**src/hdl/fcsm_pkg.sv**
```systemverilog
package fcsm_pkg;

	localparam int ScoreMaxDefault = 3;

	localparam logic [15:0] VerifyTimeoutReset = 16'd8000;
	localparam logic [15:0] StillConfirmReset  = 16'd1500;
	localparam logic [15:0] MoveCancelReset    = 16'd3000;
	localparam logic [15:0] CancelHoldReset    = 16'd3000;
	localparam logic [1:0]  EnterThreshReset   = 2'd2;

	localparam int CfgIndexW = 3;
	localparam int CfgDataW  = 16;

	localparam logic [CfgIndexW-1:0] REG_VERIFY_TIMEOUT = 3'd0;
	localparam logic [CfgIndexW-1:0] REG_STILL_CONFIRM  = 3'd1;
	localparam logic [CfgIndexW-1:0] REG_MOVE_CANCEL    = 3'd2;
	localparam logic [CfgIndexW-1:0] REG_CANCEL_HOLD    = 3'd3;
	localparam logic [CfgIndexW-1:0] REG_ENTER_THRESH   = 3'd4;

	localparam logic OP_UPDATE = 1'b0;
	localparam logic OP_CANCEL = 1'b1;

	localparam logic [1:0] FS_IDLE      = 2'd0;
	localparam logic [1:0] FS_VERIFY    = 2'd1;
	localparam logic [1:0] FS_CONFIRMED = 2'd2;
	localparam logic [1:0] FS_CANCELLED = 2'd3;

	typedef enum logic [3:0] {
		PH_IDLE      = 4'b0001,
		PH_VERIFY    = 4'b0010,
		PH_CONFIRMED = 4'b0100,
		PH_CANCELLED = 4'b1000
	} phase_t;

	typedef struct packed {
		logic [15:0] verify_window_ms;
		logic [15:0] still_confirm_ms;
		logic [15:0] move_abort_ms;
		logic [15:0] cancel_hold_ms;
		logic [1:0]  enter_threshold;
	} cfg_t;

	typedef struct packed {
		logic        opcode;
		logic [31:0] now_ms;
		logic        fall_candidate;
		logic        moving;
		logic        still;
	} item_t;

	typedef struct packed {
		phase_t      phase;
		logic [31:0] verify_start;
		logic [31:0] still_start;
		logic [31:0] move_start;
		logic [31:0] cancel_start;
	} mach_t;

	localparam mach_t MachClear = '{
		phase:        PH_IDLE,
		verify_start: 32'd0,
		still_start:  32'd0,
		move_start:   32'd0,
		cancel_start: 32'd0
	};

endpackage

```
**src/hdl/fcsm_if.sv**
```systemverilog
interface fcsm_in_if;
	logic        valid;
	logic        ready;
	logic        opcode;
	logic [31:0] now_ms;
	logic        fall_candidate;
	logic        moving;
	logic        still;

	modport source (output valid, opcode, now_ms, fall_candidate, moving, still, input ready);
	modport sink (input valid, opcode, now_ms, fall_candidate, moving, still, output ready);
endinterface

interface fcsm_out_if;
	logic       valid;
	logic       ready;
	logic [1:0] fall_state;
	logic       detected;
	logic       confirmed;
	logic [1:0] probability_thirds;
	logic [1:0] score;

	modport source (output valid, fall_state, detected, confirmed, probability_thirds, score,
		input ready);
	modport sink (input valid, fall_state, detected, confirmed, probability_thirds, score,
		output ready);
endinterface

```
**src/hdl/fcsm_step.sv**
```systemverilog
module fcsm_step #(
	parameter int ScoreMax = fcsm_pkg::ScoreMaxDefault,
	parameter int ScoreW   = $clog2(ScoreMax + 1)
) (
	input  fcsm_pkg::cfg_t  cfg,
	input  fcsm_pkg::item_t item,
	input  fcsm_pkg::mach_t cur,
	input  logic [ScoreW-1:0] cur_score,
	output fcsm_pkg::mach_t nxt,
	output logic [ScoreW-1:0] nxt_score
);

	localparam int CmpW = (ScoreW > 2) ? ScoreW : 2;

	logic [ScoreW-1:0] upd_score;
	logic [31:0]       el_move;
	logic [31:0]       el_still;

	always_comb begin
		if (item.fall_candidate) begin
			upd_score = (cur_score < ScoreW'(ScoreMax)) ? cur_score + ScoreW'(1) : cur_score;
		end else begin
			upd_score = (cur_score != '0) ? cur_score - ScoreW'(1) : cur_score;
		end
	end

	always_comb begin
		nxt       = cur;
		nxt_score = cur_score;
		el_move   = '0;
		el_still  = '0;
		if (item.opcode == fcsm_pkg::OP_CANCEL) begin
			nxt.phase        = fcsm_pkg::PH_CANCELLED;
			nxt.cancel_start = item.now_ms;
			nxt_score        = '0;
		end else begin
			unique case (cur.phase)
				fcsm_pkg::PH_CANCELLED: begin
					if ((item.now_ms - cur.cancel_start) > {16'd0, cfg.cancel_hold_ms}) begin
						nxt       = fcsm_pkg::MachClear;
						nxt_score = '0;
					end
				end
				fcsm_pkg::PH_CONFIRMED: begin
				end
				fcsm_pkg::PH_IDLE: begin
					nxt_score = upd_score;
					if (CmpW'(upd_score) >= CmpW'(cfg.enter_threshold)) begin
						nxt.phase        = fcsm_pkg::PH_VERIFY;
						nxt.verify_start = item.now_ms;
						nxt.still_start  = '0;
						nxt.move_start   = '0;
					end
				end
				fcsm_pkg::PH_VERIFY: begin
					nxt_score = upd_score;
					if ((item.now_ms - cur.verify_start) > {16'd0, cfg.verify_window_ms}) begin
						nxt       = fcsm_pkg::MachClear;
						nxt_score = '0;
					end else begin
						if (item.moving) begin
							if (nxt.move_start == '0) begin
								nxt.move_start = item.now_ms;
							end
							el_move = item.now_ms - nxt.move_start;
							if (el_move > {16'd0, cfg.move_abort_ms}) begin
								nxt       = fcsm_pkg::MachClear;
								nxt_score = '0;
							end
						end else begin
							nxt.move_start = '0;
						end
						if (item.still) begin
							if (nxt.still_start == '0) begin
								nxt.still_start = item.now_ms;
							end
							el_still = item.now_ms - nxt.still_start;
							if (el_still >= {16'd0, cfg.still_confirm_ms}) begin
								nxt.phase = fcsm_pkg::PH_CONFIRMED;
							end
						end else begin
							nxt.still_start = '0;
						end
					end
				end
				default: begin
				end
			endcase
		end
	end

endmodule

```
**src/hdl/fall_confirm_state_machine.sv**
```systemverilog
// Channel   Dir  Payload                                              Transfer
// sample    in   opcode, now_ms, fall_candidate, moving, still         valid & ready
// result    out  fall_state, detected, confirmed, probability_thirds,  valid & ready
//                score
// config    in   cfg_index, cfg_data                                  cfg_we
//
// Each sample is turned into its result by the step logic and registered: the step
// logic reads the machine registers and the result register is loaded at the same edge.
// A new sample is taken every cycle while the result register is empty or drained.
// Reset puts the machine in idle and the config, score and valid registers at their defaults.
// A stalled result holds the sample side until it is transferred.
module fall_confirm_state_machine #(
	parameter int ScoreMax = fcsm_pkg::ScoreMaxDefault
) (
	input  logic clk,
	input  logic arst_n,
	fcsm_in_if.sink    sample,
	fcsm_out_if.source result,
	input  logic                           cfg_we,
	input  logic [fcsm_pkg::CfgIndexW-1:0] cfg_index,
	input  logic [fcsm_pkg::CfgDataW-1:0]  cfg_data
);

	localparam int ScoreW = $clog2(ScoreMax + 1);
	localparam int CmpW   = (ScoreW > 2) ? ScoreW : 2;
	localparam int PrW    = ScoreW + 2;

	fcsm_pkg::cfg_t    cfg_q;
	fcsm_pkg::mach_t   mach_q;
	fcsm_pkg::mach_t   mach_d;
	fcsm_pkg::item_t   item;
	logic [ScoreW-1:0] score_q;
	logic [ScoreW-1:0] score_d;
	logic              accept;
	logic              out_valid_q;
	logic [PrW-1:0]    prod_d;
	logic [1:0]        fs_d;
	logic [1:0]        prob_d;
	logic [1:0]        sat_d;
	logic [1:0]        fs_q;
	logic [1:0]        prob_q;
	logic [1:0]        sat_q;

	assign item = '{
		opcode:         sample.opcode,
		now_ms:         sample.now_ms,
		fall_candidate: sample.fall_candidate,
		moving:         sample.moving,
		still:          sample.still
	};

	assign sample.ready = !out_valid_q || result.ready;
	assign accept       = sample.valid && sample.ready;

	always_ff @(posedge clk or negedge arst_n) begin
		if (!arst_n) begin
			cfg_q.verify_window_ms <= fcsm_pkg::VerifyTimeoutReset;
			cfg_q.still_confirm_ms <= fcsm_pkg::StillConfirmReset;
			cfg_q.move_abort_ms    <= fcsm_pkg::MoveCancelReset;
			cfg_q.cancel_hold_ms   <= fcsm_pkg::CancelHoldReset;
			cfg_q.enter_threshold  <= fcsm_pkg::EnterThreshReset;
		end else if (cfg_we) begin
			unique case (cfg_index)
				fcsm_pkg::REG_VERIFY_TIMEOUT: cfg_q.verify_window_ms <= cfg_data;
				fcsm_pkg::REG_STILL_CONFIRM:  cfg_q.still_confirm_ms <= cfg_data;
				fcsm_pkg::REG_MOVE_CANCEL:    cfg_q.move_abort_ms    <= cfg_data;
				fcsm_pkg::REG_CANCEL_HOLD:    cfg_q.cancel_hold_ms   <= cfg_data;
				fcsm_pkg::REG_ENTER_THRESH:   cfg_q.enter_threshold  <= cfg_data[1:0];
				default: begin
				end
			endcase
		end
	end

	fcsm_step #(
		.ScoreMax(ScoreMax),
		.ScoreW(ScoreW)
	) u_step (
		.cfg(cfg_q),
		.item(item),
		.cur(mach_q),
		.cur_score(score_q),
		.nxt(mach_d),
		.nxt_score(score_d)
	);

	always_comb begin
		unique case (mach_d.phase)
			fcsm_pkg::PH_IDLE:      fs_d = fcsm_pkg::FS_IDLE;
			fcsm_pkg::PH_VERIFY:    fs_d = fcsm_pkg::FS_VERIFY;
			fcsm_pkg::PH_CONFIRMED: fs_d = fcsm_pkg::FS_CONFIRMED;
			fcsm_pkg::PH_CANCELLED: fs_d = fcsm_pkg::FS_CANCELLED;
			default:                fs_d = fcsm_pkg::FS_IDLE;
		endcase
	end

	// Outside the confirmed phase, where it is 3, the probability in thirds counts how many
	// of ScoreMax, 2*ScoreMax and 3*ScoreMax the tripled score reaches.
	always_comb begin
		prod_d = PrW'(3) * PrW'(score_d);
		if (mach_d.phase == fcsm_pkg::PH_CONFIRMED) begin
			prob_d = 2'd3;
		end else begin
			prob_d = {1'b0, prod_d >= PrW'(ScoreMax)}
				+ {1'b0, prod_d >= PrW'(2 * ScoreMax)}
				+ {1'b0, prod_d >= PrW'(3 * ScoreMax)};
		end
		sat_d = (CmpW'(score_d) > CmpW'(3)) ? 2'd3 : 2'(score_d);
	end

	always_ff @(posedge clk or negedge arst_n) begin
		if (!arst_n) begin
			mach_q      <= fcsm_pkg::MachClear;
			score_q     <= '0;
			out_valid_q <= 1'b0;
		end else begin
			if (accept) begin
				mach_q  <= mach_d;
				score_q <= score_d;
			end
			if (accept) begin
				out_valid_q <= 1'b1;
			end else if (result.ready) begin
				out_valid_q <= 1'b0;
			end
		end
	end

	always_ff @(posedge clk) begin
		if (accept) begin
			fs_q   <= fs_d;
			prob_q <= prob_d;
			sat_q  <= sat_d;
		end
	end

	assign result.valid              = out_valid_q;
	assign result.fall_state         = fs_q;
	assign result.detected           = (fs_q == fcsm_pkg::FS_VERIFY);
	assign result.confirmed          = (fs_q == fcsm_pkg::FS_CONFIRMED);
	assign result.probability_thirds = prob_q;
	assign result.score              = sat_q;

endmodule

```
**src/flat_wrapper.sv**
```systemverilog
// flat-port wrapper written by rule: the top's interface ports become plain ports
module fall_confirm_state_machine_flat 
#(
	parameter int ScoreMax = fcsm_pkg::ScoreMaxDefault
)
  (clk, arst_n, cfg_we, cfg_index, cfg_data, sample_valid, sample_opcode, sample_now_ms, sample_fall_candidate, sample_moving, sample_still, sample_ready, result_valid, result_fall_state, result_detected, result_confirmed, result_probability_thirds, result_score, result_ready);
  fcsm_in_if sample_i ();
  fcsm_out_if result_i ();
  input  logic clk;
  input  logic arst_n;
  input  logic cfg_we;
  input  logic [fcsm_pkg::CfgIndexW-1:0] cfg_index;
  input  logic [fcsm_pkg::CfgDataW-1:0] cfg_data;
  input wire logic [$bits(sample_i.valid)-1:0] sample_valid;
  input wire logic [$bits(sample_i.opcode)-1:0] sample_opcode;
  input wire logic [$bits(sample_i.now_ms)-1:0] sample_now_ms;
  input wire logic [$bits(sample_i.fall_candidate)-1:0] sample_fall_candidate;
  input wire logic [$bits(sample_i.moving)-1:0] sample_moving;
  input wire logic [$bits(sample_i.still)-1:0] sample_still;
  output wire logic [$bits(sample_i.ready)-1:0] sample_ready;
  output wire logic [$bits(result_i.valid)-1:0] result_valid;
  output wire logic [$bits(result_i.fall_state)-1:0] result_fall_state;
  output wire logic [$bits(result_i.detected)-1:0] result_detected;
  output wire logic [$bits(result_i.confirmed)-1:0] result_confirmed;
  output wire logic [$bits(result_i.probability_thirds)-1:0] result_probability_thirds;
  output wire logic [$bits(result_i.score)-1:0] result_score;
  input wire logic [$bits(result_i.ready)-1:0] result_ready;
  assign sample_i.valid = sample_valid;
  assign sample_i.opcode = sample_opcode;
  assign sample_i.now_ms = sample_now_ms;
  assign sample_i.fall_candidate = sample_fall_candidate;
  assign sample_i.moving = sample_moving;
  assign sample_i.still = sample_still;
  assign sample_ready = sample_i.ready;
  assign result_valid = result_i.valid;
  assign result_fall_state = result_i.fall_state;
  assign result_detected = result_i.detected;
  assign result_confirmed = result_i.confirmed;
  assign result_probability_thirds = result_i.probability_thirds;
  assign result_score = result_i.score;
  assign result_i.ready = result_ready;
  fall_confirm_state_machine #(.ScoreMax(ScoreMax)) u_core (.clk(clk), .arst_n(arst_n), .sample(sample_i), .result(result_i), .cfg_we(cfg_we), .cfg_index(cfg_index), .cfg_data(cfg_data));
endmodule
```
**config.mk**
```make
export PLATFORM = sky130hd
export DESIGN_NAME = fall_confirm_state_machine_flat
export DESIGN_NICKNAME = d
export VERILOG_FILES = /design/src/hdl/fcsm_pkg.sv /design/src/hdl/fcsm_if.sv /design/src/hdl/fcsm_step.sv /design/src/hdl/fall_confirm_state_machine.sv /design/src/flat_wrapper.sv
export SDC_FILE = /design/constraint.sdc
export NUM_CORES = 1
export LEC_CHECK = 0
export BUFFER_PORTS_ARGS = -buffer_cell sky130_fd_sc_hd__buf_2
export CAP_MARGIN = 30
export CORE_ASPECT_RATIO = 2
export CORE_MARGIN = 5
export CORE_UTILIZATION = 45
export DETAILED_ROUTE_END_ITERATION = 8
export SYNTH_ARGS = -nofsm -noshare
export SYNTH_HDL_FRONTEND = slang
export SYNTH_SLANG_ARGS = --single-unit
```
**constraint.sdc**
```tcl
create_clock -name clk -period 10.15 [get_ports clk]
set_input_delay 0.5075 -clock clk [delete_from_list [all_inputs] [get_ports clk]]
set_output_delay 0.5075 -clock clk [all_outputs]
set_load 0.02 [all_outputs]
```
# Yosys cells after proc, flatten, opt, wreduce, memory -nomap -nowiden
# Cells that the tools add are included.
# word_totals
reg_bits	207
wordCells	109
# op_classes
n_addsub	8
n_mul	1
n_lt_le_gt_ge	10
eq_ne	17
n_mux	39
bitwise	1
n_reduce_logical	18
# ops
op	n
$mux 32	14
$mux 132	3
$pmux 100 s3	1
$mux 68	4
$sub 32x32->32	4
$mux 100	1
$gt 32x16->1	3
$logic_not 32->1	2
$pmux 32 s2	1
$ge 32x16->1	1
$mux 2	8
$mux 4	3
$pmux 2 s3	2
$reduce_and 2->1	5
$reduce_and 5->1	2
$eq 4x2->1 const B	2
$eq 4x4->1 const B	2
$ne 4x4->1 const B	2
$reduce_and 7->1	1
$eq 3x2->1 const B	2
$reduce_bool 3->1	2
$eq 4x1->1 const B	1
$eq 4x3->1 const B	1
$ge 4x2->1 const B	1
other kinds (23)	26

# Longest topological paths before layout
# Gate-level depths: netlist (run 1).
# logic_depth
depth_word	28
mapped_depth	49
ltp_nobuf	46

# Hierarchy
# A second synthesis (run 1) with hierarchy kept.
# unflattened
cells_unflattened	2179
area_unflattened_um2	19505.0
# by_module_without_submodules
mod	instances	cells_each	area_each_um2	seq_area_each_um2
fcsm_step	1	1733	11668.7	0.0
fall_confirm_state_machine	1	446	7836.3	5246.3

# Least setup slack after synthesis (run 1)
# OpenSTA, ideal clock, no wires.
# synth_timing
kind	reg-to-reg
startpoint	reg u_core.mach_q[38] (netlist bit)
endpoint	reg u_core.prob_q[0] (netlist: u_core.result.probability_thirds[0]), data pin
arrival_time_ns	9.626
t_required_ns	9.889
setup_slack_ns	0.263
stages_incl_launch_ff	48
path_cell_list	dfrtp_1 > nor4_1 > nand4_1 > nor2_1 > clkbuf_1 > a21oi_1 > ha_1 > and3_1 > a22oi_1 > a21oi_1 > a211oi_1 > nor3_1 > nor2_1 > xnor2_1 > ha_1 > nand4_1 > or4_1 > nor2_1 > [12 not listed] > a21o_1 > a21o_1 > a21o_1 > a21oi_1 > xnor2_1 > ha_1 > a21o_1 > a21o_1 > a21oi_1 > o2111ai_1 > a211oi_1 > nand3_1 > or4_1 > nor4_1 > a31oi_1 > o22a_1 > o21ai_1 > o21bai_1
# synth_between
elab_chain_cells	27
word_cells_on_any_way	38
cone_classes	add/sub (4); mul (1); order compare (5); eq/ne (1); mux (25); reduce/logical (2)
# synth_lines
item	line	rtl
start: declaration	fall_confirm_state_machine.sv:29	fcsm_pkg::mach_t mach_q;
start signal: assignment	fall_confirm_state_machine.sv:113	mach_q <= fcsm_pkg::MachClear;
start signal: assignment	fall_confirm_state_machine.sv:118	mach_q <= mach_d;
$logic_not 32->1	fcsm_step.sv:62	if (nxt.move_start == '0) begin
$mux 32 (*)	fcsm_step.sv:62	
$mux 32 (*)	fcsm_step.sv:61	if (item.moving) begin
$mux 32 (*)	fcsm_step.sv:57	if ((item.now_ms - cur.verify_start) > {16'd0, cfg.verify_window_ms}) begin
$mux 32 (*)	fcsm_step.sv:37	unique case (cur.phase)
$mux 32 (*)	fcsm_step.sv:32	if (item.opcode == fcsm_pkg::OP_CANCEL) begin
$sub 32x32->32 (*)	fcsm_step.sv:65	el_move = item.now_ms - nxt.move_start;
$gt 32x16->1 (*)	fcsm_step.sv:66	if (el_move > {16'd0, cfg.move_abort_ms}) begin
[11 not listed]	-	
$sub 32x32->32	fcsm_step.sv:77	el_still = item.now_ms - nxt.still_start;
$ge 32x16->1	fcsm_step.sv:78	if (el_still >= {16'd0, cfg.still_confirm_ms}) begin
$mux 4	fcsm_step.sv:78	
$mux 4	fcsm_step.sv:73	if (item.still) begin
$mux 132	fcsm_step.sv:57	
$pmux 100 s3	fcsm_step.sv:37	
$mux 4	fcsm_step.sv:32	
$eq 4x3->1	fall_confirm_state_machine.sv:101	if (mach_d.phase == fcsm_pkg::PH_CONFIRMED) begin
end signal: assignment	fall_confirm_state_machine.sv:132	prob_q <= prob_d;
end: declaration	fall_confirm_state_machine.sv:41	logic [1:0] prob_q;
# Mark *: on every way between the ends. The rest lies on a longest branch, timed or not. The select of a mux whose other input is x is not followed.
# A chain may end at the register's enable or synchronous reset.

# Worst setup path in the final report (run 1)
# layout_timing
startpoint	reg u_core.mach_q[55] (netlist bit)
endpoint	reg u_core.prob_q[1] (netlist: u_core.result.probability_thirds[1]), data pin
# Same word-level chain as after synthesis.

==> results of run 1 <==
layer usage:
metal,wire length [microns],part of all wire (%)
met4,5730,8.9
met1,23600,37
met2,33200,51
met5,0,0
met3,2130,3.3
repair_timing:
item | 4_1_cts | 5_1_grt
buffers inserted | 8 | 20
hold buffers | 1 | 0
endpoints found under the hold margin | 58 | 0
setup endpoints to repair | 7 | 7
pin swaps | 22 | 66
cloned | 0 | 0
gates resized for setup | 38 | 70
metrics by stage:
step / instance area, sq um / cells / utilization (%) / worst slack, ns
3_5_place_dp: 20000 / 2842 / 50.5 / -0.578
3_3_place_gp: 20000 / 2841 / 50.5 / -0.278
5_1_grt: 21500 / 2911 / 54.4 / -0.210
4_1_cts: 21000 / 2891 / 53.0 / 0.0353
2_1_floorplan: 18000 / 2171 / - / 0.263
6_report: 21500 / 2911 / 54.4 / 0.306
placed cells by master, fill, tap and decap left out, types with 38 or more instances in the layout:
master and count:
dfrtp_1 172, a21o_1 53, buf_4 176, xnor2_1 47
inv_1 176, buf_2 68, ha_1 180, o31ai_1 73
a21oi_1 166, nor2_1 103, o21ai_0 128, nand2_1 250
mux2i_1 38
worst min path at each step:
stage / end / cells past startpoint
floorplan: u_core.cfg_q[0] / 0
global placement: u_core.mach_q[17] / 1
detailed placement: u_core.mach_q[11] / 1
CTS: u_core.result.valid / 2
global route: u_core.result.valid / 2
finish: u_core.result.valid / 2
worst max-delay path, delay by kind of cell, from the launching register on:
family,cells,cell delay (ns)
AOI/OAI and AO/OA,23,4.71
adders and majority gates,3,0.94
buffers and inverters,9,1.52
DFF,1,0.39
and+or+nand+nor,10,1.88
xor gates and xnor gates,1,0.13
cells by family (layout without fill, tap and decap cells):
| family | count (synthesis) | after routing | share of synthesized area, % |
|---|---|---|---|
| DFF | 207 | 207 | 29.1 |
| xor gates and xnor gates | 76 | 76 | 3.69 |
| AOI/OAI and AO/OA | 727 | 727 | 26.9 |
| buffers and inverters | 262 | 477 | 5.67 |
| adders and majority gates | 194 | 194 | 13.6 |
| and+or+nand+nor | 636 | 636 | 16.9 |
| muxes | 69 | 69 | 4.05 |
sequential cells by signal, indices dropped and copies added, names as in the netlist:
register	flops
u_core.mach_q	132
u_core.cfg_q	66
u_core.result.fall_state	2
u_core.result.probability_thirds	2
u_core.result.score	2
u_core.score_q	2
u_core.result.valid	1
final cells by class:
cell class / count / area, sq um / share of cell area (%)
Clock buffer: 31 / 677 / 3.15
Timing Repair Buffer: 259 / 1880 / 8.75
Sequential cell: 207 / 5250 / 24.4
Multi-Input combinational cell: 1702 / 12300 / 57.2
Inverter: 178 / 668 / 3.11
Tap cell: 525 / 657 / 3.05
Clock inverter: 9 / 77.6 / 0.361
power by group:
part	internal (mW)	switching, mW	leakage [nW]
Sequential	0.978	0.0579	2.64
Combinational	1.06	1.51	6.55
Clock	0.491	0.364	0.368
Total	2.53	1.93	9.56
==> reports/results.tsv, run 1 <==
stage	metric	value	unit
outcome	status	finished, final reports clean	
sta	final setup vio count	0	
clock_network	CTS sink cnt	207	
global_route	first-pass GRT wire length	99000	microns
sta	worst hold margin	0.181	ns
worst_setup_path	slowest CP cell	or4_4	
worst_setup_path	Req. time, crit path	10.45	ns
clock_network	worst-skew pair later-pin latency	0.54	ns
worst_setup_path	Worst Reg-to-Reg Cells	46	
sta	fin. max-slew vios	0	
synth	post-synthesis average cell area	8.30	sq um
synth	post-synth top area cell	dfrtp_1	
global_route	initial antenna violation count	0	
routing	DRC	0	
placed_design	Post-DP HPWL	51700	microns
placed_design	RePlAce Congestion	0.999	
clock_network	maximum clock insertion buffer count	3	
worst_hold_path	Hold Crit Class	primary input to flip-flop	
sta	fin crit period	9.84	ns
synth	YS warnings	0	
finish	Area growth syn-to-layout	19.4	%
placed_design	port bufs	69	
global_route	largest net degree at the start of global routing	90	
sta	Worst-Margin Slew	1.05	ns
synth	#FFs+latches synth	207	
synth	Post-synth ARST share	97.1	%
worst_setup_path	Setup crit start	u_core.mach_q[55]	
routing	1st-iter DRT viols	1035	
sta	final setup TNS	0	ns
global_route	Congestion Overflow GR	0	
synth	most common cell in the netlist	nand2_1	
synth	post-synth cell types	84	
routing	Routed Antenna Nets	0	
routing	final wirelength	64700	microns
floorplanning	die area	44400	sq um
global_route	vias in the first global route	17800	
synth	Synth top area share	23.9	%
floorplanning	Rows	103	
worst_hold_path	Hold Path Origin	sample_valid	
pwr	Peak VDD IR	0.159	mV
sta	unrepaired setup endpoints after global routing	yes	
floorplanning	Core Area	39600	sq um
worst_setup_path	CP Class	flip-flop to flip-flop	
worst_setup_path	Worst EP arrival	10.14	ns
sta	Rel. slew slack	29.9	%
worst_setup_path	CP max FO	17	
global_route	GR Layer Usage met3	2.48	%
global_route	All-Layer GR Usage	28.6	%
synth	post-synthesis sequential area ratio	29.1	%
synth	ys flop type	dfrtp_1	
routing	post-DR wirelength/cell	22.2	microns
pwr	Overall Power	4.46	mW
routing	DR pass1 iterations	5	
finish	Filler Cells Inserted	3757	
worst_setup_path	slowest stage delay, CP	0.43	ns
clock_network	CTS tree	built	
run	Max-Cap Viols	0	
finish	Final #Nets	2624	
sta	Peak Freq	102	MHz
floorplanning	Chip Height	293	microns
clock_network	Inserted Clock Buffers	22	
finish	diode count	0	
synth	Cell Area, Synth	18000	sq um
synth	ranking of synthesized cells by area	dfrtp_1, ha_1, nand2_1	
sta	crit share post-route	97.0	%
global_route	GRT Max-Usage Layer	met2	
worst_setup_path	element type at the critical path start	flip-flop	
sta	skew final	0.0210	ns
worst_setup_path	Worst R2R Start	u_core.mach_q[55]	
floorplanning	Die Width	152	microns
pwr	Pwr per Cell Area	207	nW/um^2
routing	Vias/cell	6.04	
worst_setup_path	Worst R2R End	u_core.result.probability_thirds[1]	
sta	endpoints failing hold	0	
synth	most instantiated cells after synthesis	nand2_1, ha_1, a21oi_1	
worst_setup_path	Critical Path Sink	u_core.result.probability_thirds[1]	
worst_setup_path	r2r setup slk	0.31	ns
clock_network	CTS clk-pin slew, worst paths	0.07	ns
global_route	M1 GR Usage	30.6	%
synth	Post-synth EDFFs	6	
synth	Synth Net Count	2425	
pwr	Lkg Pwr	9.56	nW
finish	fraction of layout cells with a size suffix above 1	19.6	%
global_route	met2 Resource Use GR	51.2	%
worst_setup_path	most frequent CP cell	buf_4	
routing	routed via count	17600	
clock_network	clk root buf	clkbuf_16	
floorplanning	Starting Density	45.5	%
floorplanning	num ports	70	
worst_setup_path	CP Capture Type	flip-flop	
synth	Post-Syn Instances	2171	
clock_network	H-tree depth	1	
(Power assumes the default switching activity.)
==> run 2, diff against run 1 <==
--- a/config.mk
+++ b/config.mk
@@ -7,7 +7,7 @@
 export LEC_CHECK = 0
 export BUFFER_PORTS_ARGS = -buffer_cell sky130_fd_sc_hd__buf_2
 export CAP_MARGIN = 30
-export CORE_ASPECT_RATIO = 2
+export CORE_ASPECT_RATIO = 0.6
 export CORE_MARGIN = 5
 export CORE_UTILIZATION = 45
 export DETAILED_ROUTE_END_ITERATION = 8
==> run 2 against run 1 <==
Net effect:
- global-route usage is 0.86 points lower
- register-to-register slack got worse by 0.15 ns
- maximum frequency fell by 1.5%
- sequential power hardly changed
- worst setup slack got worse by 0.15 ns
- clock skew is 0.0097 ns lower
- power grew 1.2%
- non-clock buffer count increased by 26
- largest power group unchanged
==> reports/results.tsv, run 2 (synthesis gave the netlist of run 1 again) <==
stage	metric	value	unit
worst_setup_path	element type at the critical path start	flip-flop	
outcome	status	finished, final reports clean	
sta	skew final	0.0113	ns
worst_setup_path	CP Capture Type	flip-flop	
worst_setup_path	Worst R2R End	u_core.result.fall_state[0]	
sta	crit share post-route	98.5	%
routing	DR pass1 iterations	8	
floorplanning	Chip Height	165	microns
clock_network	H-tree depth	1	
global_route	largest net degree at the start of global routing	72	
worst_setup_path	Worst EP arrival	10.28	ns
worst_setup_path	Buf/Inv on CP	6	
worst_setup_path	most frequent CP cell	a21o_1	
routing	top layer in use	met4	
sta	fin. max-slew vios	0	
finish	Top reg by flops	u_core.mach_q	
pwr	Lkg Pwr	9.71	nW
worst_setup_path	r2r setup slk	0.16	ns
pwr	Peak VDD IR	0.154	mV
finish	Largest register FFs	132	
floorplanning	Core Area	39300	sq um
worst_setup_path	critical path depth	48	
global_route	Congestion Overflow GR	0	
global_route	All-Layer GR Usage	27.8	%
floorplanning	die area	44300	sq um
floorplanning	num ports	70	
finish	Seq. cell area	5250	sq um
routing	routed via count	17900	
sta	Peak Freq	100	MHz
worst_setup_path	Critical Path Sink	u_core.result.fall_state[0]	
worst_setup_path	slowest stage delay, CP	0.56	ns
clock_network	CTS sink cnt	207	
worst_setup_path	CP Class	flip-flop to flip-flop	
placed_design	RePlAce Congestion	0.985	
placed_design	Post-DP HPWL	49400	microns
worst_setup_path	CP max FO	6	
finish	Finished Layout Cells	2938	
finish	fraction of layout cells with a size suffix above 1	20.0	%
sta	fin crit period	9.99	ns
sta	Worst-Margin Slew	0.914	ns
sta	Rel. slew slack	39.1	%
pwr	Overall Power	4.51	mW
clock_network	Inserted Clock Buffers	24	
clock_network	maximum clock insertion buffer count	3	
finish	commonest non-fill, non-tap cell in the layout	nand2_1	
routing	Met1 Wirelength	31100	microns
worst_setup_path	Setup crit start	u_core.mach_q[59]	
floorplanning	Starting Density	45.8	%
routing	WL met2	24700	microns
worst_setup_path	slowest CP cell	or4_4	
floorplanning	Die Width	268	microns
finish	Filler Cells Inserted	3615	
pwr	Pwr per Cell Area	209	nW/um^2
routing	1st-iter DRT viols	1916	
global_route	initial antenna violation count	0	
finish	Final #Nets	2652	
clock_network	CTS clk-pin slew, worst paths	0.06	ns
global_route	vias in the first global route	16500	
finish	most frequent cells in the layout	nand2_1, buf_4, ha_1	
routing	Met3 Routed Length	6170	microns
clock_network	worst-skew pair later-pin latency	0.54	ns
floorplanning	Rows	56	
routing	DRC	0	
placed_design	port bufs	69	
finish	diode count	0	
run	Max-Cap Viols	0	
clock_network	CTS tree	built	
sta	endpoints failing hold	0	
finish	Multi-input gate area	12200	sq um
worst_setup_path	Worst R2R Start	u_core.mach_q[59]	
worst_setup_path	Top Family by Delay on Critical Path	compound AO/OA/AOI/OAI gates	
sta	final setup vio count	0	
sta	unrepaired setup endpoints after global routing	yes	
sta	worst hold margin	0.173	ns
routing	post-DR wirelength/cell	21.5	microns
worst_hold_path	Hold Crit Class	primary input to flip-flop	
finish	Area growth syn-to-layout	19.9	%
routing	Vias/cell	6.10	
worst_setup_path	Worst Reg-to-Reg Cells	48	
clock_network	clk root buf	clkbuf_16	
routing	final wirelength	63200	microns
placed_design	Inst Count DP	2881	
routing	Routed Antenna Nets	0	
finish	Largest regs	u_core.mach_q: 132 flops, u_core.cfg_q: 66 flops	
worst_setup_path	Req. time, crit path	10.43	ns
global_route	first-pass GRT wire length	96800	microns
run 2: report_power, final:
group	total [mW]	internal [mW]	switching, mW
sequential	1.04	0.978	0.0593
clock	0.948	0.565	0.384
combinational	2.53	1.04	1.49
run 2: repair_timing:
item | 4_1_cts | 5_1_grt
cloned | 0 | 2
pin swaps | 15 | 14
hold buffers | 1 | 0
buffers inserted | 1 | 9
endpoints found under the hold margin | 24 | 0
setup endpoints to repair | 7 | 7
resized for setup | 33 | 56
run 2: layout make-up:
cell class	instances	share of cell area (%)
Clock buffer	32	3.25
Clock inverter	12	0.707
Inverter	178	3.09
Multi-Input combinational cell	1702	56.3
Sequential cell	207	24.3
Tap cell	522	3.02
Timing Repair Buffer	285	9.39
run 2: how the worst min path moves through the flow:
| stage | start | endpoint | slack, ns | depth (start not counted) |
|---|---|---|---|---|
| after floorplan | arst_n | u_core.cfg_q[0] | 0.21 | 0 |
| after global placement | u_core.mach_q[28] | u_core.mach_q[28] | 0.48 | 1 |
| after detailed placement | u_core.mach_q[17] | u_core.mach_q[17] | 0.48 | 1 |
| after CTS | sample_valid | u_core.result.valid | 0.15 | 2 |
| after global routing | sample_valid | u_core.result.valid | 0.18 | 2 |
| final | sample_valid | u_core.result.valid | 0.17 | 2 |
run 2: per-stage QoR:
step                      setup WS (ns)  util, %  cell area, sq um  TNS [ns]
after floorplan                   0.263        -             18000         0
after global placement           -0.468     51.5             20300     -2.53
after detailed placement         -0.717     51.5             20300     -4.07
after CTS                        0.0129     54.2             21300         0
after global routing             -0.192     55.0             21600    -0.780
final                             0.156     55.0             21600         0
run 2: per-layer routing:
metal,vias to the layer above,track usage [%]
li1,8492,-
met1,8640,43.1
met2,714,38.6
met3,66,7.82
met4,0,4.56
met5,-,0
